<file path="config.mk">
export PLATFORM = sky130hd
export DESIGN_NAME = spn_round
export DESIGN_NICKNAME = d
export VERILOG_FILES = /design/src/sv/spn_pkg.sv /design/src/sv/spn_round.sv
export SDC_FILE = /design/constraint.sdc
export NUM_CORES = 1
export LEC_CHECK = 0
export BUFFER_PORTS_ARGS = -buffer_cell sky130_fd_sc_hd__buf_2
export CAP_MARGIN = 0
export CORE_ASPECT_RATIO = 0.6
export CORE_MARGIN = 8
export CORE_UTILIZATION = 30
export CTS_BUF_LIST = sky130_fd_sc_hd__clkbuf_16
export DETAILED_ROUTE_END_ITERATION = 8
export PLACE_DENSITY_LB_ADDON = 0.2
export SLEW_MARGIN = 25
export SYNTH_ARGS = -nofsm -noshare
export SYNTH_HDL_FRONTEND = slang
export SYNTH_SLANG_ARGS = --single-unit
export TNS_END_PERCENT = 50
</file>
<file path="constraint.sdc">
create_clock -name i_clk -period 7.8 [get_ports i_clk]
set_input_delay 1.56 -clock i_clk [delete_from_list [all_inputs] [get_ports i_clk]]
set_output_delay 1.56 -clock i_clk [all_outputs]
set_load 0.01 [all_outputs]
</file>
<file path="src/sv/spn_pkg.sv">
// ----------------------------------------------------------------------------
// spn_pkg
// shared constants, operation codes and table access types
// ----------------------------------------------------------------------------
package spn_pkg;
    localparam int BLOCK_BITS   = 64;
    localparam int MAX_ROUNDS   = 32;
    localparam int SBOX_ENTRIES = 256;
    localparam int KEY_AW       = $clog2(MAX_ROUNDS + 1);
    localparam int SBOX_AW      = $clog2(SBOX_ENTRIES);
    localparam int COL_AW       = $clog2(BLOCK_BITS);
    localparam int RND_W        = $clog2(MAX_ROUNDS + 1);

    localparam logic [2:0] OP_ENC      = 3'd0;
    localparam logic [2:0] OP_DEC      = 3'd1;
    localparam logic [2:0] OP_LD_KEY   = 3'd2;
    localparam logic [2:0] OP_LD_SBOX  = 3'd3;
    localparam logic [2:0] OP_LD_ISBOX = 3'd4;
    localparam logic [2:0] OP_LD_COL   = 3'd5;
    localparam logic [2:0] OP_LD_ICOL  = 3'd6;

    localparam logic [1:0] REG_WIDTH  = 2'd0;
    localparam logic [1:0] REG_COUNT  = 2'd1;
    localparam logic [1:0] REG_ROUNDS = 2'd2;

    typedef struct packed {
        logic                  key_we;
        logic                  sf_we;
        logic                  si_we;
        logic                  cf_we;
        logic                  ci_we;
        logic [7:0]            idx;
        logic [BLOCK_BITS-1:0] data;
    } t_tbl_wr;

    typedef struct packed {
        logic [KEY_AW-1:0]  key_addr;
        logic [SBOX_AW-1:0] sbox_addr;
        logic [COL_AW-1:0]  col_addr;
        logic               inv;
    } t_tbl_rd;

    typedef struct packed {
        logic [BLOCK_BITS-1:0] key_q;
        logic [7:0]            sbox_q;
        logic [BLOCK_BITS-1:0] col_q;
    } t_tbl_q;

    typedef struct packed {
        logic [3:0]       width;
        logic [4:0]       count;
        logic [RND_W-1:0] rounds;
    } t_cfg;
endpackage

</file>
<file path="src/sv/spn_round.sv">
// ----------------------------------------------------------------------------
// spn_round
// round sequencer: key add, chunk-serial substitution, column-serial mixing
// ----------------------------------------------------------------------------
module spn_round (
    input  logic                           i_clk,
    input  logic                           i_rst_n,
    input  spn_pkg::t_cfg                  i_cfg,
    input  logic                           i_valid,
    output logic                           o_ready,
    input  logic [2:0]                     i_operation,
    input  logic [7:0]                     i_entry_index,
    input  logic [spn_pkg::BLOCK_BITS-1:0] i_data_word,
    output logic                           o_valid,
    input  logic                           i_ready,
    output logic [spn_pkg::BLOCK_BITS-1:0] o_block_out,
    output spn_pkg::t_tbl_wr               o_wr,
    output spn_pkg::t_tbl_rd               o_rd,
    input  spn_pkg::t_tbl_q                i_q
);
    import spn_pkg::*;

    typedef enum logic [5:0] {
        S_IDLE  = 6'b000001,
        S_KEY   = 6'b000010,
        S_KEYW  = 6'b000100,
        S_SUB   = 6'b001000,
        S_MIX   = 6'b010000,
        S_FLUSH = 6'b100000
    } t_state;

    t_state                r_state, n_state;
    logic                  r_dec, n_dec;
    logic                  r_final, n_final;
    logic [RND_W-1:0]      r_round, n_round;
    logic [KEY_AW-1:0]     r_kaddr, n_kaddr;
    logic [6:0]            r_cnt, n_cnt;
    logic [BLOCK_BITS-1:0] r_s, n_s;
    logic [BLOCK_BITS-1:0] r_acc, n_acc;
    logic [7:0]            r_pos, n_pos;
    logic                  r_ck_ok, n_ck_ok;
    logic                  r_ovalid, n_ovalid;
    logic [BLOCK_BITS-1:0] r_out, n_out;

    logic                  acc_in;
    logic [7:0]            mask;
    logic [7:0]            pos_i;
    logic [BLOCK_BITS-1:0] shifted;

    assign o_ready     = (r_state == S_IDLE);
    assign o_valid     = r_ovalid;
    assign o_block_out = r_out;
    assign acc_in      = i_valid && o_ready;
    assign mask        = 8'((9'd1 << i_cfg.width) - 9'd1);
    assign pos_i       = {3'd0, r_cnt[4:0]} * {4'd0, i_cfg.width};
    assign shifted     = r_s >> pos_i[5:0];

    always_comb begin
        o_wr.key_we = acc_in && i_operation == OP_LD_KEY
                      && {1'b0, i_entry_index} <= 9'(MAX_ROUNDS);
        o_wr.sf_we  = acc_in && i_operation == OP_LD_SBOX
                      && {1'b0, i_entry_index} < 9'(SBOX_ENTRIES);
        o_wr.si_we  = acc_in && i_operation == OP_LD_ISBOX
                      && {1'b0, i_entry_index} < 9'(SBOX_ENTRIES);
        o_wr.cf_we  = acc_in && i_operation == OP_LD_COL
                      && {1'b0, i_entry_index} < 9'(BLOCK_BITS);
        o_wr.ci_we  = acc_in && i_operation == OP_LD_ICOL
                      && {1'b0, i_entry_index} < 9'(BLOCK_BITS);
        o_wr.idx    = i_entry_index;
        o_wr.data   = i_data_word;
        o_rd.key_addr  = r_kaddr;
        o_rd.sbox_addr = SBOX_AW'(shifted[7:0] & mask);
        o_rd.col_addr  = r_cnt[COL_AW-1:0];
        o_rd.inv       = r_dec;
    end

    always_comb begin
        n_state  = r_state;
        n_dec    = r_dec;
        n_final  = r_final;
        n_round  = r_round;
        n_kaddr  = r_kaddr;
        n_cnt    = r_cnt;
        n_s      = r_s;
        n_acc    = r_acc;
        n_pos    = r_pos;
        n_ck_ok  = r_ck_ok;
        n_ovalid = r_ovalid;
        n_out    = r_out;
        if (r_ovalid && i_ready) n_ovalid = 1'b0;

        unique case (r_state)
            S_IDLE: begin
                if (acc_in && (i_operation == OP_ENC || i_operation == OP_DEC)) begin
                    n_s     = i_data_word;
                    n_dec   = (i_operation == OP_DEC);
                    n_final = 1'b0;
                    n_state = S_KEY;
                    if (i_operation == OP_DEC) begin
                        n_round = i_cfg.rounds;
                        n_kaddr = KEY_AW'(i_cfg.rounds);
                    end else begin
                        n_round = '0;
                        n_kaddr = '0;
                    end
                end
            end
            S_KEY: n_state = S_KEYW;
            S_KEYW: begin
                n_s   = r_s ^ i_q.key_q;
                n_cnt = '0;
                n_acc = '0;
                if (r_dec) n_state = (r_round == '0) ? S_FLUSH : S_MIX;
                else       n_state = r_final ? S_FLUSH : S_SUB;
            end
            S_SUB: begin
                if (r_cnt != 7'd0 && r_ck_ok)
                    n_acc = r_acc | (BLOCK_BITS'(i_q.sbox_q & mask) << r_pos[5:0]);
                n_pos   = pos_i;
                n_ck_ok = (pos_i < 8'(BLOCK_BITS));
                n_cnt   = r_cnt + 7'd1;
                if (r_cnt == 7'(i_cfg.count)) begin
                    n_s   = n_acc;
                    n_cnt = '0;
                    n_acc = '0;
                    if (r_dec) begin
                        n_round = r_round - RND_W'(1);
                        n_kaddr = KEY_AW'(r_round - RND_W'(1));
                        n_state = S_KEY;
                    end else begin
                        n_state = S_MIX;
                    end
                end
            end
            S_MIX: begin
                if (r_cnt != 7'd0 && r_s[6'(r_cnt - 7'd1)])
                    n_acc = r_acc ^ i_q.col_q;
                n_cnt = r_cnt + 7'd1;
                if (r_cnt == 7'(BLOCK_BITS)) begin
                    n_s   = n_acc;
                    n_cnt = '0;
                    n_acc = '0;
                    if (r_dec) begin
                        n_state = S_SUB;
                    end else begin
                        n_round = r_round + RND_W'(1);
                        n_kaddr = KEY_AW'(r_round + RND_W'(1));
                        n_final = (r_round + RND_W'(1) == i_cfg.rounds);
                        n_state = S_KEY;
                    end
                end
            end
            S_FLUSH: begin
                if (!r_ovalid || i_ready) begin
                    n_ovalid = 1'b1;
                    n_out    = r_s;
                    n_state  = S_IDLE;
                end
            end
            default: n_state = S_IDLE;
        endcase
    end

    always_ff @(posedge i_clk) begin
        if (!i_rst_n) begin
            r_state  <= S_IDLE;
            r_ovalid <= 1'b0;
            r_cnt    <= '0;
            r_round  <= '0;
        end else begin
            r_state  <= n_state;
            r_ovalid <= n_ovalid;
            r_cnt    <= n_cnt;
            r_round  <= n_round;
        end
        r_dec   <= n_dec;
        r_final <= n_final;
        r_kaddr <= n_kaddr;
        r_s     <= n_s;
        r_acc   <= n_acc;
        r_pos   <= n_pos;
        r_ck_ok <= n_ck_ok;
        r_out   <= n_out;
    end

    a_round_range: assert property (@(posedge i_clk) disable iff (!i_rst_n)
        r_round <= RND_W'(MAX_ROUNDS))
        else $error("round counter out of range");
    a_mix_cnt: assert property (@(posedge i_clk) disable iff (!i_rst_n)
        (r_state == S_MIX) |-> (r_cnt <= 7'(BLOCK_BITS)))
        else $error("mix counter overrun");
    a_start: assert property (@(posedge i_clk) disable iff (!i_rst_n)
        (acc_in && (i_operation == OP_ENC || i_operation == OP_DEC)) |=> (r_state == S_KEY))
        else $error("crypt beat did not start the key stage");
    a_flush_out: assert property (@(posedge i_clk) disable iff (!i_rst_n)
        (r_state == S_FLUSH && (!r_ovalid || i_ready)) |=> (r_ovalid && r_state == S_IDLE))
        else $error("result not presented");
endmodule

</file>
# [Word level (Yosys, flattened, before mapping)]
# Cells that the tools add are included.
# Widths: inputs -> output; s select.
[totals] ff_bits=227 latch_bits=0 ramBits=0 romBits=0 elab_cells=118 n_memories=0
[classes] n_addsub=5 mul=1 div_mod_pow=0 magnitude_cmp=4 n_eq_ne=21 shifts=3 mux=38 bitwise=5 n_reduce_logical=29
[ops] operator="$mux 64" count=7
[ops] operator="$pmux 64 s4" count=1
[ops] operator="$pmux 64 s3" count=1
[ops] operator="$xor 64x64->64" count=2
[ops] operator="$mux 6" count=13
[ops] operator="$or 64x64->64" count=1
[ops] operator="$shl 8x6->64" count=1
[ops] operator="$shr 64x6->8" count=1
[ops] operator="$pmux 6 s6" count=1
[ops] operator="$pmux 7 s3" count=1
[ops] operator="$pmux 6 s3" count=1
[ops] operator="$and 8x8->8" count=2
[ops] operator="$lt 8x7->1 const B" count=2
[ops] operator="$mux 7" count=2
[ops] operator="$logic_and 1x1->1" count=13
[ops] operator="$reduce_and 4->1" count=3
[ops] operator="$sub 6x1->6 const B" count=2
[ops] operator="$ne 2x2->1 const B" count=5
[ops] operator="$eq 3x3->1 const B" count=3
[ops] operator="$le 8x6->1 const B" count=1
[ops] operator="$mul 5x4->8" count=1
[ops] operator="$shl 1x4->8 const A" count=1
[ops] operator="$sub 8x1->8 const B" count=1
[ops] operator="$add 7x1->7 const B" count=1
[ops] operator="other kinds (29)" count=39

# [Logic depth before layout (Yosys ltp)]
[logic_depth] depth_word=8 mapped_depth=16

# [Worst setup path before layout]
# OpenSTA, ideal clock, no wires.
[synth_path] path_type="input to output" from="input port i_cfg[14] (netlist bit)" to="output port o_rd[10] (netlist bit)" arrival_ns=5.454 required_time_ns=6.240 path_slack_ns=0.786 cell_stages=10 path_buffers=3 cell_sequence="clkbuf_1 > clkbuf_1 > nand2_1 > fa_1 > fa_1 > fa_1 > xor2_1 > clkbuf_1 > mux4_2 > a211oi_1"
[synth_rtl] item="start: declaration" line_no="spn_round.sv:8" source="input spn_pkg::t_cfg i_cfg,"
[synth_rtl] item="end: declaration" line_no="spn_round.sv:18" source="output spn_pkg::t_tbl_rd o_rd,"

==> results summary <==
The run finished with clean final reports. Entering global routing, the biggest net connects 92 pins. The number of gates resized after CTS was 0. The total setup violations reported at the end of the flow came out at 0. After synthesis, the largest area contributor takes up 35.51% of total cell area. The number of global-route vias before repair came out at 16070.

The total net switching power is 2055 uW. The horizontal die dimension is 327.9 um. The post-route setup TNS came out at 0 ns. The internal portion of total power is 2936 uW. The area inside the core boundary came out at 57600 um^2. The post-CTS clock slew at the launch and capture registers of the worst setup and hold paths came out at 0.06 ns.

Counting every sink on the clock net gives 227. The number of antenna violations at the first check in global routing is 8. STA classifies the critical path startpoint as an input pin. The number of remaining DRC errors is 0.

The floorplan die area is 66590 um^2. The multi-input combinational cell area came out at 9637 um^2. The count of synthesis-stage warnings from yosys came out at 0.

The classification of the worst setup path is in2out. Among all flip-flop cells after synthesis, the most frequent one is sky130_fd_sc_hd__edfxtp_1. Buffers added to address setup during post-CTS repair amount to 0. The fraction of the cycle the final worst path needs is 91.16%. The remaining global-route overflow is 0. In the post-synthesis netlist, the cell with the most instances is sky130_fd_sc_hd__edfxtp_1.

The synthesized design spends more area on one cell type than any other, namely sky130_fd_sc_hd__edfxtp_1. The peak fanout along the critical path is 17. The share of total power dissipated in the clock network is 24.5%. The worst reg-to-reg setup slack is 3.19 ns.

The flip-flop and latch area is 6616 um^2. The worst-case clock skew is 0.01602 ns. In the post-synthesis netlist, the biggest area contributors are sky130_fd_sc_hd__edfxtp_1 (36%), sky130_fd_sc_hd__mux2i_1 (7.9%), sky130_fd_sc_hd__mux4_2 (5.7%). Measured in cells, the most critical reg-to-reg path has a length of 11. The path class of the tightest hold or removal check is reg2reg. The floorplan step set the die height to 203.1 um. After synthesis the cells add up to 17510 um^2. The startpoint of the worst-slack reg-to-reg timing path is r_cnt[0]$_SDFFE_PN0P_. The wire-length estimate of the detail-placed layout is 63280 um. The proportion of layout cells with a drive suffix above 1 came out at 26.20%. The capture point of the worst path is o_rd[13].

The share of synthesized registers carrying an async set or reset came out at 0%. STA classifies the critical path endpoint as an output pin. The overall routed net length is 84500 um. Once placement completed, the tool counted placed cells totaling 2796. The filler-free cell count of the finished design came out at 2849.

Dividing the detail-routed via count by the number of cells gives 5.879. The deepest level of the CTS H-tree is 1. The max-slew violation count was 0. The area growth from synthesis to layout came out at 16.87%. Synthesis instantiated 73 different standard cells from the library.

The global placement routability congestion came out at 0.9210. The count of final hold-check violations came out at 0. TritonCTS built the clock tree. The maximum clock frequency came out at 140.6 MHz. The tree is rooted in a sky130_fd_sc_hd__clkbuf_16. The boundary pin count is 394. The routed layout has 16750 vias. Fill cells in the final layout number 5881.

Input and output buffers added on the ports amount to 393. The final antenna-violating net count is 0. The worst max-slew margin expressed relative to the limit is 19.79%. The first global-routing pass estimated 119100 um of wire. The longest clock path from root to sink contains 3 buffers. The count of mapped cells out of synthesis is 1818. The count of nets after finishing came out at 2308. Net switching is 41.17% of the power.

A synthesized cell averages 9.629 um^2. In this run, post-CTS hold repair placed 0 buffers. The post-synthesis register bit count came out at 227. The first-iteration detailed-routing DRC count is 1895. The maximum vdd ir drop is 0.1749 mV. Setup repair after global routing left no endpoint under its margin. For this run, the total global-route usage over all layers was measured as 23.90%. The number of detailed-routing iterations run before antenna repair is 5. The tool flagged a number of max-cap violations equal to 0. The most critical setup path has its startpoint at i_cfg[13]. The slew at the pin closest to its max-slew limit came out at 1.173 ns.

The number of placement rows is 68. The number of synthesized flops with an enable pin is 207. The static leakage came out at 0.007588 uW.

The insertion delay of the later-clocked pin in the worst-skew pair is 0.57 ns. The sequential share of power came out at 45.8%. When the netlist entered floorplanning its net count stood at 2071. In the synthesized netlist, the cells that appear most often are sky130_fd_sc_hd__edfxtp_1 (207), sky130_fd_sc_hd__nand2_1 (158), sky130_fd_sc_hd__o21ai_0 (142). The endpoint of the worst register-to-register path is r_s[4]$_DFFE_PP_. The time the final worst path needs with I/O delays and setup is 7.110 ns. The arrival time at the worst endpoint is 5.55 ns.

The fraction of the yosys area taken by sequential cells is 37.80%. The average wire per standard cell came out at 29.66 um. The CTS buffer count is 27.

The initial core utilization is 30.39%. The power per cell area came out at 243.9 nW/um^2. The combinational share of power is 29.7%. The required time at the worst-slack endpoint is 6.24 ns.
==> metrics by stage <==
step | total power [uW] | cell area, um^2 | hold WS, ns | worst slack [ns] | util, %
final | 4990 | 20460 | 0.5643 | 0.6897 | 35.52
after global routing | 5156 | 20460 | 0.5853 | 0.4439 | 35.51
after CTS | 5003 | 20450 | 0.5582 | 0.6423 | 35.50
after detailed placement | 3766 | 19640 | 0.5555 | 0.6537 | 34.10
after global placement | 3778 | 19640 | 0.5436 | 0.6667 | 34.10
after floorplan | 2880 | 17510 | 0.4900 | 0.7863 | -
==> critical path, cell delays in order <==
cell and delay, ns:
sky130_fd_sc_hd__buf_2 0.25, sky130_fd_sc_hd__nand2_1 0.12, sky130_fd_sc_hd__fa_1 0.54, sky130_fd_sc_hd__fa_1 0.44, sky130_fd_sc_hd__fa_1 0.83, sky130_fd_sc_hd__inv_2 0.12, sky130_fd_sc_hd__mux4_2 0.48, sky130_fd_sc_hd__mux4_2 0.48
sky130_fd_sc_hd__a221oi_1 0.49, sky130_fd_sc_hd__buf_2 0.23
==> flip-flops by register name (all words and copies together), names as in the netlist <==
name	count
r_pos	6
r_cnt	7
r_state	6
r_s	64
r_round	6
o_valid	1
o_block_out	64
r_kaddr	6
r_dec	1
r_acc	64
r_final	1
r_ck_ok	1
==> placed cells by master (no fill, tap or decap), types with 8 or more instances in the layout <==
| master | instances |
|---|---|
| sky130_fd_sc_hd__nand4_1 | 12 |
| sky130_fd_sc_hd__nor2_1 | 101 |
| sky130_fd_sc_hd__nor4_1 | 8 |
| sky130_fd_sc_hd__a32oi_1 | 10 |
| sky130_fd_sc_hd__buf_4 | 40 |
| sky130_fd_sc_hd__xnor2_1 | 69 |
| sky130_fd_sc_hd__mux2i_1 | 139 |
| sky130_fd_sc_hd__nand2_1 | 157 |
| sky130_fd_sc_hd__nand3_1 | 88 |
| sky130_fd_sc_hd__buf_2 | 393 |
| sky130_fd_sc_hd__inv_1 | 37 |
| sky130_fd_sc_hd__dfxtp_1 | 20 |
| sky130_fd_sc_hd__ha_1 | 16 |
| sky130_fd_sc_hd__a21oi_1 | 50 |
| sky130_fd_sc_hd__xor2_1 | 64 |
| sky130_fd_sc_hd__o311ai_0 | 32 |
| sky130_fd_sc_hd__nor3_1 | 20 |
| sky130_fd_sc_hd__clkinv_2 | 8 |
| sky130_fd_sc_hd__clkbuf_16 | 28 |
| sky130_fd_sc_hd__and2_1 | 19 |
| sky130_fd_sc_hd__or3_1 | 8 |
| sky130_fd_sc_hd__a31oi_1 | 66 |
| sky130_fd_sc_hd__a211oi_1 | 28 |
| sky130_fd_sc_hd__o221ai_1 | 27 |
| sky130_fd_sc_hd__o211ai_1 | 28 |
| sky130_fd_sc_hd__a221oi_1 | 14 |
| sky130_fd_sc_hd__and3_1 | 15 |
| sky130_fd_sc_hd__o21ai_0 | 140 |
| sky130_fd_sc_hd__edfxtp_1 | 207 |
| sky130_fd_sc_hd__mux4_2 | 44 |
| sky130_fd_sc_hd__o22ai_1 | 30 |
| sky130_fd_sc_hd__nand2b_1 | 11 |
==> cell families (layout without fill, tap and decap cells) <==
family / Yosys count / in the layout / synth area share [%]
compound gates: 498 / 498 / 19.02
fa+ha+maj: 23 / 23 / 1.901
xor+xnor: 134 / 134 / 6.812
buf+inv: 262 / 520 / 7.512
flops: 227 / 227 / 37.80
other cells: 0 / 3 / 0
mux: 183 / 183 / 13.61
simple gates: 491 / 491 / 13.35
==> metal layers <==
layer,vias up,share of wire (%),GRT usage (%)
li1,7376,-,-
met1,8327,46,34.97
met2,914,42,35.00
met3,125,9.5,6.014
met4,6,2.5,5.524
met5,-,0.038,0
==> power by group through the flow <==
stage               logic (uW)  clock network, uW  registers (uW)
finish                    1480               1220            2290
global route              1580               1290            2280
CTS                       1470               1250            2290
detailed placement        1460                  0            2310
global placement          1470                  0            2310
floorplan                  952                  0            1930
==> final cells by class <==
class / instances / share of cell area (%)
Multi-Input combinational cell: 1329 / 47.10
Sequential cell: 227 / 32.34
Timing Repair Buffer: 434 / 11.18
Tap cell: 770 / 4.709
Clock buffer: 28 / 3.425
Inverter: 36 / 0.6666
Clock inverter: 22 / 0.5382
Antenna cell: 3 / 0.03669
==> how the worst min path moves through the flow <==
| stage | startpoint | endpoint | cells past startpoint |
|---|---|---|---|
| after floorplan | r_s[0]$_DFFE_PP_ | o_block_out[0]$_DFFE_PP_ | 0 |
| after global placement | r_state[1]$_SDFFE_PN0P_ | r_state[2]$_SDFFE_PN0P_ | 2 |
| after detailed placement | r_state[1]$_SDFFE_PN0P_ | r_state[2]$_SDFFE_PN0P_ | 2 |
| after CTS | r_state[1]$_SDFFE_PN0P_ | r_state[2]$_SDFFE_PN0P_ | 2 |
| after global routing | r_round[1]$_SDFFE_PN0P_ | r_round[1]$_SDFFE_PN0P_ | 2 |
| final | r_state[1]$_SDFFE_PN0P_ | r_state[2]$_SDFFE_PN0P_ | 2 |
Note: power is estimated with default switching activity, not from simulation.
