<file path="config.mk">
export PLATFORM = sky130hd
export DESIGN_NAME = spn_cfg
export DESIGN_NICKNAME = d
export VERILOG_FILES = /design/src/sv/spn_pkg.sv /design/src/sv/spn_cfg.sv
export SDC_FILE = /design/constraint.sdc
export NUM_CORES = 1
export LEC_CHECK = 0
export BUFFER_PORTS_ARGS = -buffer_cell sky130_fd_sc_hd__buf_2
export CAP_MARGIN = 5
export CORE_AREA = 4 4 56 58
export DETAILED_ROUTE_END_ITERATION = 6
export DIE_AREA = 0 0 60 62
export PLACE_DENSITY = 0.8
export REMOVE_ABC_BUFFERS = 1
export SETUP_SLACK_MARGIN = 0.02
export SLEW_MARGIN = 20
export SYNTH_ARGS = -nofsm -noshare
export SYNTH_HDL_FRONTEND = slang
export SYNTH_SLANG_ARGS = --single-unit
</file>
<file path="constraint.sdc">
create_clock -name i_clk -period 2.1 [get_ports i_clk]
set_input_delay 0.42 -clock i_clk [delete_from_list [all_inputs] [get_ports i_clk]]
set_output_delay 0.42 -clock i_clk [all_outputs]
set_load 0.005 [all_outputs]
</file>
<file path="src/sv/spn_pkg.sv">
// ----------------------------------------------------------------------------
// spn_pkg
// shared constants, operation codes and table access types
// ----------------------------------------------------------------------------
package spn_pkg;
    localparam int BLOCK_BITS   = 64;
    localparam int MAX_ROUNDS   = 32;
    localparam int SBOX_ENTRIES = 256;
    localparam int KEY_AW       = $clog2(MAX_ROUNDS + 1);
    localparam int SBOX_AW      = $clog2(SBOX_ENTRIES);
    localparam int COL_AW       = $clog2(BLOCK_BITS);
    localparam int RND_W        = $clog2(MAX_ROUNDS + 1);

    localparam logic [2:0] OP_ENC      = 3'd0;
    localparam logic [2:0] OP_DEC      = 3'd1;
    localparam logic [2:0] OP_LD_KEY   = 3'd2;
    localparam logic [2:0] OP_LD_SBOX  = 3'd3;
    localparam logic [2:0] OP_LD_ISBOX = 3'd4;
    localparam logic [2:0] OP_LD_COL   = 3'd5;
    localparam logic [2:0] OP_LD_ICOL  = 3'd6;

    localparam logic [1:0] REG_WIDTH  = 2'd0;
    localparam logic [1:0] REG_COUNT  = 2'd1;
    localparam logic [1:0] REG_ROUNDS = 2'd2;

    typedef struct packed {
        logic                  key_we;
        logic                  sf_we;
        logic                  si_we;
        logic                  cf_we;
        logic                  ci_we;
        logic [7:0]            idx;
        logic [BLOCK_BITS-1:0] data;
    } t_tbl_wr;

    typedef struct packed {
        logic [KEY_AW-1:0]  key_addr;
        logic [SBOX_AW-1:0] sbox_addr;
        logic [COL_AW-1:0]  col_addr;
        logic               inv;
    } t_tbl_rd;

    typedef struct packed {
        logic [BLOCK_BITS-1:0] key_q;
        logic [7:0]            sbox_q;
        logic [BLOCK_BITS-1:0] col_q;
    } t_tbl_q;

    typedef struct packed {
        logic [3:0]       width;
        logic [4:0]       count;
        logic [RND_W-1:0] rounds;
    } t_cfg;
endpackage

</file>
<file path="src/sv/spn_cfg.sv">
// ----------------------------------------------------------------------------
// spn_cfg
// apb register file, hands out range-limited settings
// ----------------------------------------------------------------------------
module spn_cfg (
    input  logic          i_clk,
    input  logic          i_rst_n,
    input  logic          psel,
    input  logic          penable,
    input  logic          pwrite,
    input  logic [3:0]    paddr,
    input  logic [31:0]   pwdata,
    output logic [31:0]   prdata,
    output logic          pready,
    output spn_pkg::t_cfg o_cfg
);
    import spn_pkg::*;

    logic [3:0] r_width;
    logic [4:0] r_count;
    logic [5:0] r_rounds;
    logic       wr;

    assign pready = 1'b1;
    assign wr = psel && penable && pwrite;

    always_ff @(posedge i_clk) begin
        if (!i_rst_n) begin
            r_width  <= 4'd4;
            r_count  <= 5'd16;
            r_rounds <= 6'd31;
        end else if (wr && paddr[1:0] == 2'b00) begin
            unique case (paddr[3:2])
                REG_WIDTH:  r_width  <= pwdata[3:0];
                REG_COUNT:  r_count  <= pwdata[4:0];
                REG_ROUNDS: r_rounds <= pwdata[5:0];
                default: ;
            endcase
        end
    end

    always_comb begin
        prdata = '0;
        if (paddr[1:0] == 2'b00) begin
            unique case (paddr[3:2])
                REG_WIDTH:  prdata = {28'd0, r_width};
                REG_COUNT:  prdata = {27'd0, r_count};
                REG_ROUNDS: prdata = {26'd0, r_rounds};
                default:    prdata = '0;
            endcase
        end
    end

    always_comb begin
        o_cfg.width = (r_width < 4'd4) ? 4'd4 : (r_width > 4'd8) ? 4'd8 : r_width;
        o_cfg.count = (r_count == 5'd0) ? 5'd1 : (r_count > 5'd16) ? 5'd16 : r_count;
        if (r_rounds == 6'd0)
            o_cfg.rounds = RND_W'(1);
        else if (r_rounds > 6'(MAX_ROUNDS))
            o_cfg.rounds = RND_W'(MAX_ROUNDS);
        else
            o_cfg.rounds = RND_W'(r_rounds);
    end
endmodule

</file>
## Word level (Yosys, flattened, before mapping)

Index checks and enable logic that the tools add are counted.

- $lt $le $gt $ge: 4
- Equality and inequality tests: 2
- Mux-type cells: 8
- Reductions and logical operators: 10

Operators by type and width:

| operator | number |
|---|---|
| $mux 6 | 3 |
| $pmux 6 s3 | 1 |
| $mux 5 | 2 |
| $mux 4 | 2 |
| $gt 6x6->1 const B | 1 |
| $logic_not 6->1 | 1 |
| $reduce_and 2->1 | 3 |
| $gt 5x5->1 const B | 1 |
| $logic_not 5->1 | 1 |
| $gt 4x4->1 const B | 1 |
| $logic_not 2->1 | 2 |
| $lt 4x3->1 const B | 1 |
| $logic_and 1x1->1 | 3 |
| $eq 2x1->1 const B | 1 |
| $eq 2x2->1 const B | 1 |

- Flip-flop bits (word level): 15
- Input port bits: 41

## Depth between registers and ports, before layout

Gate-level depths: netlist of the first run.

- Depth after elaboration: 4
- Mapped depth: 5
- Depth with buffers taken out: 3

## Least setup slack after synthesis of the first run

Ideal clock, no wire load.

- Path type: input-to-output
- Start: input port paddr[3]
- End: output port prdata[4]
- Arrival time: 1.066 ns
- Data required time: 1.680 ns
- Path slack: 0.614 ns
- Cell stages on the path: 4
- Buffers on the path: 1
- Path through: buf_6 > and2b_2 > a22oi_1 > nor3_1

- Longest elaborated chain between the ends: 3

Ends and longest elaborated chain:

| what | line | source |
|---|---|---|
| start, declared | spn_cfg.sv:11 | `input logic [3:0] paddr,` |
| $eq 2x2->1 (tied with other cells) | spn_cfg.sv:45 | `unique case (paddr[3:2])` |
| $pmux 6 s3 (*) | spn_cfg.sv:45 |  |
| $mux 6 (*) | spn_cfg.sv:44 | `if (paddr[1:0] == 2'b00) begin` |
| end, declared | spn_cfg.sv:13 | `output logic [31:0] prdata,` |

Mark *: on every way between the ends. The rest lies on a longest branch, timed or not.

## Worst setup path in the final report of the first run

- Start: input port paddr[3]
- End: output port prdata[0]

Same word-level chain as after synthesis.

==> metrics.md, run 1 <==
| Metric | Value |
|---|---|
| Final worst path period need | 1.68 ns |
| Final core utilization | 44.3% |
| #FFs+latches synth | 15 |
| CP max stage cell | and2b_2 |
| Clock transition at path regs | 0.09 ns |
| Antenna Cells | 0 |
| Tcrit/Tclk final | 80.2% |
| Layout Cells excl Fill | 191 |
| GPL Wtd Cong | ~0.75 |
| Die area | 3720 um^2 |
| Worst skew pair latency | 0.27 ns |
| Crit path kind | input port to output port |
| Crit path launch type | input port |
| Worst-path maximum fanout | 7 |
| Final Hold Viols | 0 |
| Synthesis-to-layout area growth | 8.28% |
| Buffers plus inverters on the worst setup path | 2 |
| Slowest stage delay, CP | approximately 0.29 ns |
| Gr ovfl total | 0 |
| Family with the most delay on the worst path | simple AND/OR/NAND/NOR gates |
| Final nets | 202 |
| Port-buffer cells | 35 |
| Setup TNS Final | 0 ns |
| DR vias | 869 |
| Yosys cell types | 20 |
| CP arrival | ~1.3 ns |
| Slew Viols, Final | 0 |
| Mapped cell area | ~1100 um^2 |
| First DRT Iteration DRCs | 27 |
| Iteration count of the initial detailed-routing pass | 4 |
| Critical Path End Type | output port |
| Hpwl dp | around 1800 um |
| Crit-path cells | buf_2 > and2b_2 > a2bb2oi_1 > nor3_1 > buf_2 |
| Most frequent CP cell | buf_2 |
| First-pass GRT wire length | approximately 3400 um |
| Post-DRT Antenna Nets | 0 |
| Vias in the first global route | a little under 800 |
| CTS Root Cell | clkbuf_4 |
| Fmax | just under 0.6 GHz |
| CTS tree | yes |
| DRC viols | 0 |
| Yosys warning count | 0 |
| Hold-fix buffers, CTS | 0 |
| Post-CTS sizing | 0 |
| Share of layout cells above drive strength 1 | 26.3% |
| HP Class | input port to register |
| Via/cell ratio | between 4 and 5 |
| Initial Utilization | between 40 and 50% |
| Total Wirelength | 2160 um |
| Die Wd | around 60 um |
| Initial antenna violation count | 0 |
| Placed cells | 187 |
| Clock Sinks | 15 |
| Post-Syn Area per Cell | 8.37 um^2 |
| Seq/Total Area, Yosys | 27.6% |
| Async SR Flop Fraction | 0% |
| Routed WL per cell | between 10 and 15 um |
| Post-CTS setup buffers | 0 |
| Number of synthesized flops with an enable pin | 0 |
| Data required, critical path | 1.68 ns |
| Largest net degree at the start of global routing | 26 |
| Main synth FF type | dfxtp_1 |
| Top-level I/O count | 89 |
| Leak | 0.609 nW |
| Std cell rows | 19 |
| Status | finished clean |
| Final setup fails | 0 |
| Clock skew | 0 ns |
| PwrDens | 446 nW/um^2 |
| Clock buffer count from CTS | 3 |
| Post-Synthesis Cells | 130 |
| H-tree depth | 1 |
| Die H | 62 um |
| Worst VDD drop | 0.219 mV |
| Max clock buf depth | 2 |
| CORE AREA | 2660 um^2 |
| Unrepaired setup endpoints after global routing | false |
| Total power | 0.526 mW |
| Max-cap check violation count | 0 |
| Total GRT Usage | 12.4% |
## worst min-delay path: stages
cell and delay [ns]:
buf_2 0.09, nand2_1 0.04, mux2i_1 0.05
## final timing paths
| kind | from | to | slack (ns) | cells past startpoint |
|---|---|---|---|---|
| max | paddr[3] | prdata[0] | 0.42 | 5 |
| min | pwdata[5] | r_rounds[5] | 0.37 | 3 |
| max reg2reg | r_count[4] | r_count[4] | 1.39 | 2 |
| min reg2reg | r_count[0] | r_count[0] | 0.49 | 2 |
## flip-flops by register name (all words and copies together) (netlist names)
signal	flops
r_count	5
r_width	4
r_rounds	6
## synthesized netlist by cell type (2+ instances only)
| library cell | instances | area share (%) |
|---|---|---|
| nor2_1 | 5 | 1.7 |
| nand2_1 | 13 | 4.5 |
| clkbuf_1 | 5 | 1.7 |
| dfxtp_1 | 15 | 28 |
| conb_1 | 2 | 0.69 |
| buf_6 | 2 | 2.1 |
| and3_1 | 5 | 2.9 |
| mux2i_1 | 19 | 17 |
| a2bb2oi_1 | 4 | 3.2 |
| nor2b_1 | 19 | 11 |
| nor3_1 | 6 | 2.8 |
| buf_4 | 27 | 19 |
## report_power, final
| part | total, mW | switching [mW] | internal (mW) | leakage, nW |
|---|---|---|---|---|
| combinational | 0.0758 | 0.0450 | 0.0308 | 0.473 |
| sequential | 0.287 | 0.00126 | 0.285 | 0.121 |
| clock | 0.163 | 0.0898 | 0.0737 | 0.0150 |
## kinds of logic (layout without fill, tap and decap cells)
group,count (synthesis),count (layout),share of synthesized area (%)
flops,15,15,27.6
simple gates,54,54,27.6
buf+inv,35,40,22.8
compound gates,5,5,3.91
other cells,2,27,0.690
mux,19,19,17.5
## layout by cell type (no fill, tap or decap), drive strengths merged, types with 2 or more instances in the layout
| cell type | Yosys | routed |
|---|---|---|
| nor2b | 20 | 20 |
| nand2 | 13 | 13 |
| clkbuf | 5 | 4 |
| buf | 29 | 35 |
| a2bb2oi | 4 | 4 |
| nand3 | 2 | 2 |
| and3 | 5 | 5 |
| conb | 2 | 27 |
| mux2i | 19 | 19 |
| nor3 | 6 | 6 |
| dfxtp | 15 | 15 |
| nor2 | 6 | 6 |
## cell type report
type                       count  area [um^2]
inverter                       1         3.75
sequential                    15          300
tap                           31         38.8
timing repair buffer          35          175
fill                         278         1480
clock buffer                   4         26.3
multi-input combinational    105          634
## metal layers
metal / vias to the layer above / GRT usage [%] / wire length [um]
met5: - / 0 / 0
met4: 0 / 4.75 / 19
met3: 4 / 3.31 / 198
met2: 35 / 21.6 / 1090
met1: 395 / 14.5 / 852
li1: 435 / - / -
## per-stage QoR
step	setup slack (ns)	hold WS, ns	area, um^2
after floorplan	0.735	0.446	938
after global placement	0.424	0.462	1150
after detailed placement	0.408	0.478	1150
after CTS	0.408	0.373	1180
after global routing	0.334	0.408	1180
final	0.416	0.370	1180
(Power assumes the default switching activity.)
==> inputs of run 2 (changes only) <==
--- a/config.mk
+++ b/config.mk
@@ -5,12 +5,13 @@
 export SDC_FILE = /design/constraint.sdc
 export NUM_CORES = 1
 export LEC_CHECK = 0
+export ABC_AREA = 1
 export BUFFER_PORTS_ARGS = -buffer_cell sky130_fd_sc_hd__buf_2
 export CAP_MARGIN = 5
-export CORE_AREA = 4 4 56 58
+export CORE_AREA = 4 4 63 65
 export DETAILED_ROUTE_END_ITERATION = 6
-export DIE_AREA = 0 0 60 62
-export PLACE_DENSITY = 0.8
+export DIE_AREA = 0 0 67 69
+export PLACE_DENSITY = 0.7
 export REMOVE_ABC_BUFFERS = 1
 export SETUP_SLACK_MARGIN = 0.02
 export SLEW_MARGIN = 20
==> constraint.sdc (replaced) <==
create_clock -name i_clk -period 1.5 [get_ports i_clk]
set_input_delay 0.3 -clock i_clk [delete_from_list [all_inputs] [get_ports i_clk]]
set_output_delay 0.3 -clock i_clk [all_outputs]
set_load 0.005 [all_outputs]
==> run 2 against run 1 <==
  * The run now ends with negative setup slack left
  * Utilization shrank 0.66 points
  * Final area grew 23%
  * Cell count grew 43%
  * Sequential share of layout area shrank 4.2 points
  * Clock power grew 45%
  * Critical path type is now register to output port
  * Largest cell class unchanged
  * Largest power group unchanged
==> metrics.md, run 2 <==
| Metric | Value |
|---|---|
| Status | finished with violations (was finished clean) |
| Failing checks | negative setup slack |
| Data required, critical path | 1.20 ns (was 1.68 ns) |
| Post-DRT Antenna Nets | 0 (unchanged) |
| Antenna Cells | 0 (unchanged) |
| Most frequent cells in the layout | 36 x nand2_1, 34 x buf_2, 31 x inv_1 (was 35 x buf_2, 27 x conb_1, 19 x mux2i_1, 19 x nor2b_1, 15 x dfxtp_1) |
| Reg2Reg Depth | 4 (was 2) |
| Comb power frac | 20.0% (was 14.4%) |
| GPL Wtd Cong | 0.851 (was 0.749) |
| Die H | 69 um (was 62 um) |
| Met2 GRT Util | 18.0% (was 21.6%) |
| Worst-path maximum fanout | 3 (was 7) |
| Dominant cell by count in the synthesized netlist | nand2_1 (was buf_4) |
| Fmax | 0.665 GHz |
| Die Wd | 67 um (was 60 um) |
| Main synth FF type | dfxtp_1 (unchanged) |
| Iteration count of the initial detailed-routing pass | 4 (unchanged) |
| Clock buffer count from CTS | 3 (unchanged) |
| PnR worst setup slack | -0.00394 ns (was 0.416 ns) |
| Synthesis-to-layout area growth | 21.9% (was 8.28%) |
| Biggest regs | r_rounds (6), r_count (5), r_width (4) (unchanged) |
| Total GRT Usage | 12.3% (was 12.4%) |
| Placed cells | 264 (was 187) |
| GRT Max-Usage Layer | met2 (unchanged) |
| HP Class | input port to register (unchanged) |
| Area leader, netlist | dfxtp_1 (unchanged) |
| CP arrival | 1.20 ns (was 1.26 ns) |
| Min Hold Slack | 0.287 ns (was 0.370 ns) |
| Async SR Flop Fraction | 0% (unchanged) |
| Capturing point of the worst reg2reg path | r_count[2] (was r_count[4]) |
| Int Pwr | 0.563 mW (was 0.390 mW) |
| Commonest non-fill, non-tap cell in the layout | nand2_1 (was buf_2) |
| Worst VDD drop | 0.211 mV (was 0.219 mV) |
| Post-Synthesis Cells | 186 (was 130) |
| Clock skew | 0 ns (unchanged) |
| Number of synthesized flops with an enable pin | 0 (unchanged) |
| Vias in the first global route | 1,062 (was 778) |
| Worst Hold End | r_rounds[3] (was r_rounds[5]) |
| Final setup fails | 1 (was 0) |
| Initial antenna violation count | 0 (unchanged) |
| Final worst path period need | 1.50 ns |
| Fill count | 371 (was 278) |
| Layout Cells excl Fill | 273 (was 191) |
| CP max stage cell | dfxtp_2 (was and2b_2) |
| Hpwl dp | 2310 um (was 1780 um) |
| Min-Delay Path Depth | 3 (unchanged) |
| Yosys cell types | 20 (unchanged) |
| Initial Utilization | 35.8% (was 40.9%) |
| Tcrit/Tclk final | 100% |
| Port-buffer cells | 35 (unchanged) |
| Unrepaired setup endpoints after global routing | true (was false) |
| Family with the most delay on the worst path | simple AND/OR/NAND/NOR gates (unchanged) |
| Die area | 4620 um^2 (was 3720 um^2) |
| H-tree depth | 1 (unchanged) |
| Hold-fix buffers, CTS | 0 (unchanged) |
| Yosys warning count | 0 (unchanged) |
| Largest net degree at the start of global routing | 19 (was 26) |
| DR vias | 1,196 (was 869) |
| Crit path kind | register to output port (was input port to output port) |
| Routed WL per cell | 10.8 um (was 11.3 um) |
| Sequential Power Share | 50.4% (was 54.5%) |
| Sw frac | 29.8% (was 25.9%) |
| PwrDens | 551 nW/um^2 (was 446 nW/um^2) |
| RR Startpoint | r_count[2] (was r_count[4]) |
| DRC viols | 0 (unchanged) |
| Clock transition at path regs | 0.09 ns (about the same) |
| #FFs+latches synth | 15 (unchanged) |
| Max reg flops | 6 (unchanged) |
| Max clock buf depth | 2 (unchanged) |
| Crit-path cells | nor2_1 > nand4_1 > nand2_1 > inv_1 > nor2_1 > buf_2 (was buf_2 > and2b_2 > a2bb2oi_1 > nor3_1 > buf_2) |
| Yosys top cell area share | 25.2% (was 27.6%) |
| Post-Syn Area per Cell | 6.42 um^2 (was 8.37 um^2) |
| Switching power | 0.239 mW (was 0.136 mW) |
| First-pass GRT wire length | 4590 um (was 3390 um) |
| Top-level I/O count | 89 (unchanged) |
| Slew Viols, Final | 0 (unchanged) |
| Final nets | 269 (was 202) |
| GR Layer Usage met3 | 2.11% (was 3.31%) |
| Critical Path End Type | output port (unchanged) |
| Final Hold Viols | 0 (unchanged) |
| Hold Crit Start | pwdata[3] (was pwdata[5]) |
| Share of layout cells above drive strength 1 | 33.9% (was 26.3%) |
| Setup slack at placement | 0.0721 ns (was 0.408 ns) |
| Met1 GRT Util | 17.5% (was 14.5%) |
| Mapped cell area | 1190 um^2 (was 1090 um^2) |
| CORE AREA | 3340 um^2 (was 2660 um^2) |
| Synth top cells by count | 37 x nand2_1, 34 x inv_1, 28 x buf_4 (was 27 x buf_4, 19 x mux2i_1, 19 x nor2b_1) |
| Slowest stage delay, CP | 0.34 ns (was 0.29 ns) |
| Gr ovfl total | 0 (unchanged) |
| Biggest register | r_rounds (unchanged) |
| CTS Root Cell | clkbuf_4 (unchanged) |
| Most frequent CP cell | nor2_1 (was buf_2) |
| Total Wirelength | 2960 um (was 2160 um) |
| Top cells by area, synth | dfxtp_1 25%, buf_4 18%, nand2_1 12% (was dfxtp_1 28%, buf_4 19%, mux2i_1 17%) |
| Clock Sinks | 15 (unchanged) |
| FF-to-FF setup slack | 0.80 ns (was 1.39 ns) |
| Std cell rows | 21 (was 19) |
| Leak | 0.834 nW (was 0.609 nW) |
| Max-cap check violation count | 0 (unchanged) |
| Crit path launch type | register (was input port) |
| CTS tree | yes (unchanged) |
| First DRT Iteration DRCs | 70 (was 27) |
| Buffers plus inverters on the worst setup path | 2 (unchanged) |
| Via/cell ratio | 4.38 (was 4.55) |
| Clock network fraction of total power | 29.6% (was 31.1%) |
| Worst skew pair latency | 0.28 ns (was 0.27 ns) |
| Seq/Total Area, Yosys | 25.2% (was 27.6%) |
==> run 2: changes by cell type in the layout (fill, tap and decap cells not counted), moves of 9 or more <==
cell,delta
mux2i_1,-19
nor2b_1,-19
buf_4,+9
nand2_1,+23
nand4_1,+16
nor2_1,+9
inv_1,+30
==> run 2: kinds of logic after synthesis <==
| logic type | Yosys count | synth area share [%] |
|---|---|---|
| AO/OA/AOI/OAI | 10 | 4.82 |
| flip-flops | 15 | 25.2 |
| other | 2 | 0.629 |
| buffers and inverters | 70 | 31.0 |
| AND/OR/NAND/NOR | 89 | 38.4 |
==> run 2: how the worst max path moves through the flow <==
stage	from	slack [ns]	cells after the start	end
after floorplan	paddr[1]	0.26	3	prdata[5]
after global routing	r_rounds[0]	-0.07	6	o_cfg[1]
after global placement	paddr[2]	0.06	7	prdata[0]
after detailed placement	paddr[2]	0.07	7	prdata[3]
after CTS	r_rounds[2]	0.02	5	prdata[2]
final	r_rounds[0]	-0.004	6	o_cfg[1]
==> run 2: through the flow <==
step                      TNS (ns)  cell area, um^2  utilization, %  total power, mW
final                     -0.00394             1460            43.6            0.802
after detailed placement         0             1340            40.2            0.558
after floorplan                  0             1050               -            0.490
after global routing        -0.130             1460            43.6            0.848
after global placement           0             1340            40.2            0.557
after CTS                        0             1370            41.0            0.797
==> run 2: what timing repair did <==
| item | in CTS | in global routing |
|---|---|---|
| resized for setup | 1 | 21 |
| setup buffers | 0 | 5 |
| pin swaps | 0 | 9 |
| gates cloned | 0 | 0 |
| setup endpoints to repair | 2 | 12 |
| hold endpoints to repair | 0 | 0 |
==> run 2: cell type report <==
type	count	area [um^2]	share of cell area (%)
clock buffers	4	26.3	1.81
inverters	36	135	9.29
multi-input cells	126	648	44.5
flip-flops and latches	15	310	21.3
well taps	46	57.6	3.96
repair buffers	46	278	19.1
==> run 2: worst min-delay path: stages <==
cell     delay (ns)
buf_2          0.09
nand4_1        0.08
nand3_1        0.08
==> run 2: power by group through the flow <==
stage               logic, mW  clock network [mW]  registers (mW)
floorplan              0.0774                   0           0.412
finish                  0.161               0.237           0.404
global placement        0.144                   0           0.413
detailed placement      0.145                   0           0.413
global route            0.180               0.263           0.404
CTS                     0.146               0.248           0.403
==> run 2: routing by layer <==
| layer | wire length (um) | part of all wire [%] |
|---|---|---|
| met5 | 0 | 0 |
| met4 | 42 | 1.4 |
| met3 | 253 | 8.5 |
| met2 | 1340 | 45 |
| met1 | 1320 | 45 |
==> inputs of run 3 (changes only) <==
--- a/config.mk
+++ b/config.mk
@@ -12,7 +12,6 @@
 export DETAILED_ROUTE_END_ITERATION = 6
 export DIE_AREA = 0 0 67 69
 export PLACE_DENSITY = 0.7
-export REMOVE_ABC_BUFFERS = 1
 export SETUP_SLACK_MARGIN = 0.02
 export SLEW_MARGIN = 20
 export SYNTH_ARGS = -nofsm -noshare
==> constraint.sdc (replaced) <==
create_clock -name i_clk -period 1.5 [get_ports i_clk]
set_input_delay 0.225 -clock i_clk [delete_from_list [all_inputs] [get_ports i_clk]]
set_output_delay 0.225 -clock i_clk [all_outputs]
set_load 0.005 [all_outputs]
==> run 3 against run 2 <==
  * The run now ends clean
  * Fmax up 11%
  * Clock power decreased by 2%
  * First-iteration DRC count is 57% lower
  * Hold slack lost 0.057 ns
  * Via count fell by 4.5%
  * Sequential cell count is the same
  * Sequential share of layout area up 0.86 points
  * Clock skew did not move
  * Wire length is 6.3% lower
  * Die area unchanged
  * Non-clock buffer count fell by 6
  * Clock-buffer cell count is the same
  * Highest routed layer unchanged
==> metrics.md, run 3 (synthesized netlist as in run 2, its figures left out) <==
| Metric | Value |
|---|---|
| Die area | 4620 um^2 (unchanged) |
| Most frequent CP cell | inv_1 (was nor2_1) |
| Worst skew pair latency | 0.28 ns (about the same) |
| Largest net degree at the start of global routing | 17 (was 19) |
| Leak | 0.781 nW (was 0.834 nW) |
| Footprint of the multi-input gates | 622 um^2 (was 648 um^2) |
| Crit path launch type | register (unchanged) |
| H-tree depth | 1 (unchanged) |
| Biggest register | r_rounds (unchanged) |
| Unrepaired setup endpoints after global routing | false (was true) |
| HP Class | input port to register (unchanged) |
| Comb power frac | 18.2% (was 20.0%) |
| Final core utilization | 40.6% (was 43.6%) |
| Switching power | 0.226 mW (was 0.239 mW) |
| Share of layout cells above drive strength 1 | 24.9% (was 33.9%) |
| DRC viols | 0 (unchanged) |
| CTS Root Cell | clkbuf_4 (unchanged) |
| DR vias | 1,142 (was 1,196) |
| Port-buffer cells | 35 (unchanged) |
| Clock Sinks | 15 (unchanged) |
| Worst-path maximum fanout | 3 (unchanged) |
| Commonest non-fill, non-tap cell in the layout | nand2_1 (unchanged) |
| Crit path kind | register to output port (unchanged) |
| CP max stage cell | dfxtp_1 (was dfxtp_2) |
| Max clock buf depth | 2 (unchanged) |
| Met1 GRT Util | 15.6% (was 17.5%) |
| Tcrit/Tclk final | 90.6% (was 100%) |
| Hpwl dp | 2310 um (about the same) |
| Fmax | 0.736 GHz (was 0.665 GHz) |
| CP arrival | 1.13 ns (was 1.20 ns) |
| Final nets | 263 (was 269) |
| Fill count | 385 (was 371) |
| Die Wd | 67 um (unchanged) |
| GRT Max-Usage Layer | met2 (unchanged) |
| Top-level I/O count | 89 (unchanged) |
| Crit-path cells | inv_1 > nand4_1 > nand2_1 > inv_1 > nor2_1 > buf_2 (was nor2_1 > nand4_1 > nand2_1 > inv_1 > nor2_1 > buf_2) |
| Total GRT Usage | 12.7% (was 12.3%) |
| Final setup fails | 0 (was 1) |
| Max-cap check violation count | 0 (unchanged) |
| Total Wirelength | 2770 um (was 2960 um) |
| Routed WL per cell | 10.4 um (was 10.8 um) |
| PwrDens | 574 nW/um^2 (was 551 nW/um^2) |
| Min Hold Slack | 0.230 ns (was 0.287 ns) |
| Sequential Power Share | 51.9% (was 50.4%) |
| CORE AREA | 3340 um^2 (unchanged) |
| Int Pwr | 0.551 mW (was 0.563 mW) |
| Clock buffer count from CTS | 3 (unchanged) |
| Std cell rows | 21 (unchanged) |
| Antenna Cells | 0 (unchanged) |
| Vias in the first global route | 1,086 (was 1,062) |
| Family with the most delay on the worst path | flip-flops (was simple AND/OR/NAND/NOR gates) |
| Most frequent cells in the layout | 37 x nand2_1, 35 x buf_2, 34 x inv_1 (was 36 x nand2_1, 34 x buf_2, 31 x inv_1) |
| Clock transition at path regs | 0.09 ns (about the same) |
| Via/cell ratio | 4.28 (was 4.38) |
| Final worst path period need | 1.36 ns (was 1.50 ns) |
| Met2 GRT Util | 21.3% (was 18.0%) |
| Die H | 69 um (unchanged) |
| Biggest regs | r_rounds (6), r_count (5), r_width (4) (unchanged) |
| Synthesis-to-layout area growth | 13.4% (was 21.9%) |
| Initial Utilization | 35.8% (unchanged) |
| Post-DRT Antenna Nets | 0 (unchanged) |
| GPL Wtd Cong | 0.792 (was 0.851) |
| Register Area | 300 um^2 (was 310 um^2) |
| Final Hold Viols | 0 (unchanged) |
| Iteration count of the initial detailed-routing pass | 4 (unchanged) |
| CTS tree | yes (unchanged) |
| Buffers plus inverters on the worst setup path | 3 (was 2) |
| Slew Viols, Final | 0 (unchanged) |
| First DRT Iteration DRCs | 30 (was 70) |
| Clock network fraction of total power | 29.9% (was 29.6%) |
| Critical Path End Type | output port (unchanged) |
| Data required, critical path | 1.27 ns (was 1.20 ns) |
| Initial antenna violation count | 0 (unchanged) |
| Clock skew | 0 ns (unchanged) |
| Status | finished clean (was finished with violations) |
| Setup TNS Final | 0 ns (was -0.00394 ns) |
| Worst VDD drop | 0.233 mV (was 0.211 mV) |
| First-pass GRT wire length | 4700 um (was 4590 um) |
| Max reg flops | 6 (unchanged) |
| Hold-fix buffers, CTS | 0 (unchanged) |
| Sw frac | 29.1% (was 29.8%) |
| Slowest stage delay, CP | 0.32 ns (was 0.34 ns) |
| Gr ovfl total | 0 (unchanged) |
| GR Layer Usage met3 | 2.60% (was 2.11%) |
[run 3: cell count changes in the layout (fill, tap and decap cells not counted), sizes merged]
cell          before  now
clkbuf             5    4
buf               44   40
dlymetal6s2s       1    0
[run 3: metal layers]
layer	wire length (um)	up-vias
met4	42	0
li1	-	593
met1	1180	504
met5	0	-
met3	230	5
met2	1320	40
[run 3: through the flow]
step | setup WS (ns) | power, mW | instances | cell area, um^2
after detailed placement | 0.224 | 0.552 | 263 | 1320
after global routing | 0.0256 | 0.820 | 267 | 1350
after floorplan | 0.437 | 0.548 | 211 | 1290
after global placement | 0.228 | 0.550 | 263 | 1320
final | 0.141 | 0.776 | 267 | 1350
after CTS | 0.0691 | 0.790 | 267 | 1350
[run 3: layout make-up]
class / instances / area share (%)
Inverter: 36 / 9.98
Tap cell: 46 / 4.25
Multi-Input combinational cell: 126 / 45.9
Sequential cell: 15 / 22.2
Clock buffer: 4 / 1.94
Timing Repair Buffer: 40 / 15.7
[run 3: final timing paths]
kind | cells after the start | slack (ns) | to | start
worst max-delay path | 6 | 0.14 | o_cfg[1] | r_rounds[2]
worst min-delay path | 3 | 0.23 | r_count[4] | pwdata[4]
worst max register to register | 4 | 0.75 | r_rounds[5] | r_rounds[5]
worst min register to register | 2 | 0.47 | r_rounds[2] | r_rounds[2]
[run 3: worst reg2reg max path, cell delays in order (launching register included)]
cell     delay [ns]
dfxtp_1        0.41
inv_1          0.10
nand2_2        0.07
inv_1          0.04
nor2_1         0.08
[run 3: what timing repair did]
action / 4_1_cts / 5_1_grt
endpoints found under the setup margin: 0 / 1
endpoints found under the hold margin: 0 / 0
buffers inserted: 0 / 0
resized for setup: 0 / 2
[run 3: power by group through the flow]
stage,registers (mW),logic [mW],clock network (mW)
floorplan,0.412,0.136,0
global placement,0.413,0.138,0
detailed placement,0.413,0.139,0
CTS,0.403,0.140,0.247
global route,0.404,0.163,0.252
finish,0.403,0.141,0.232
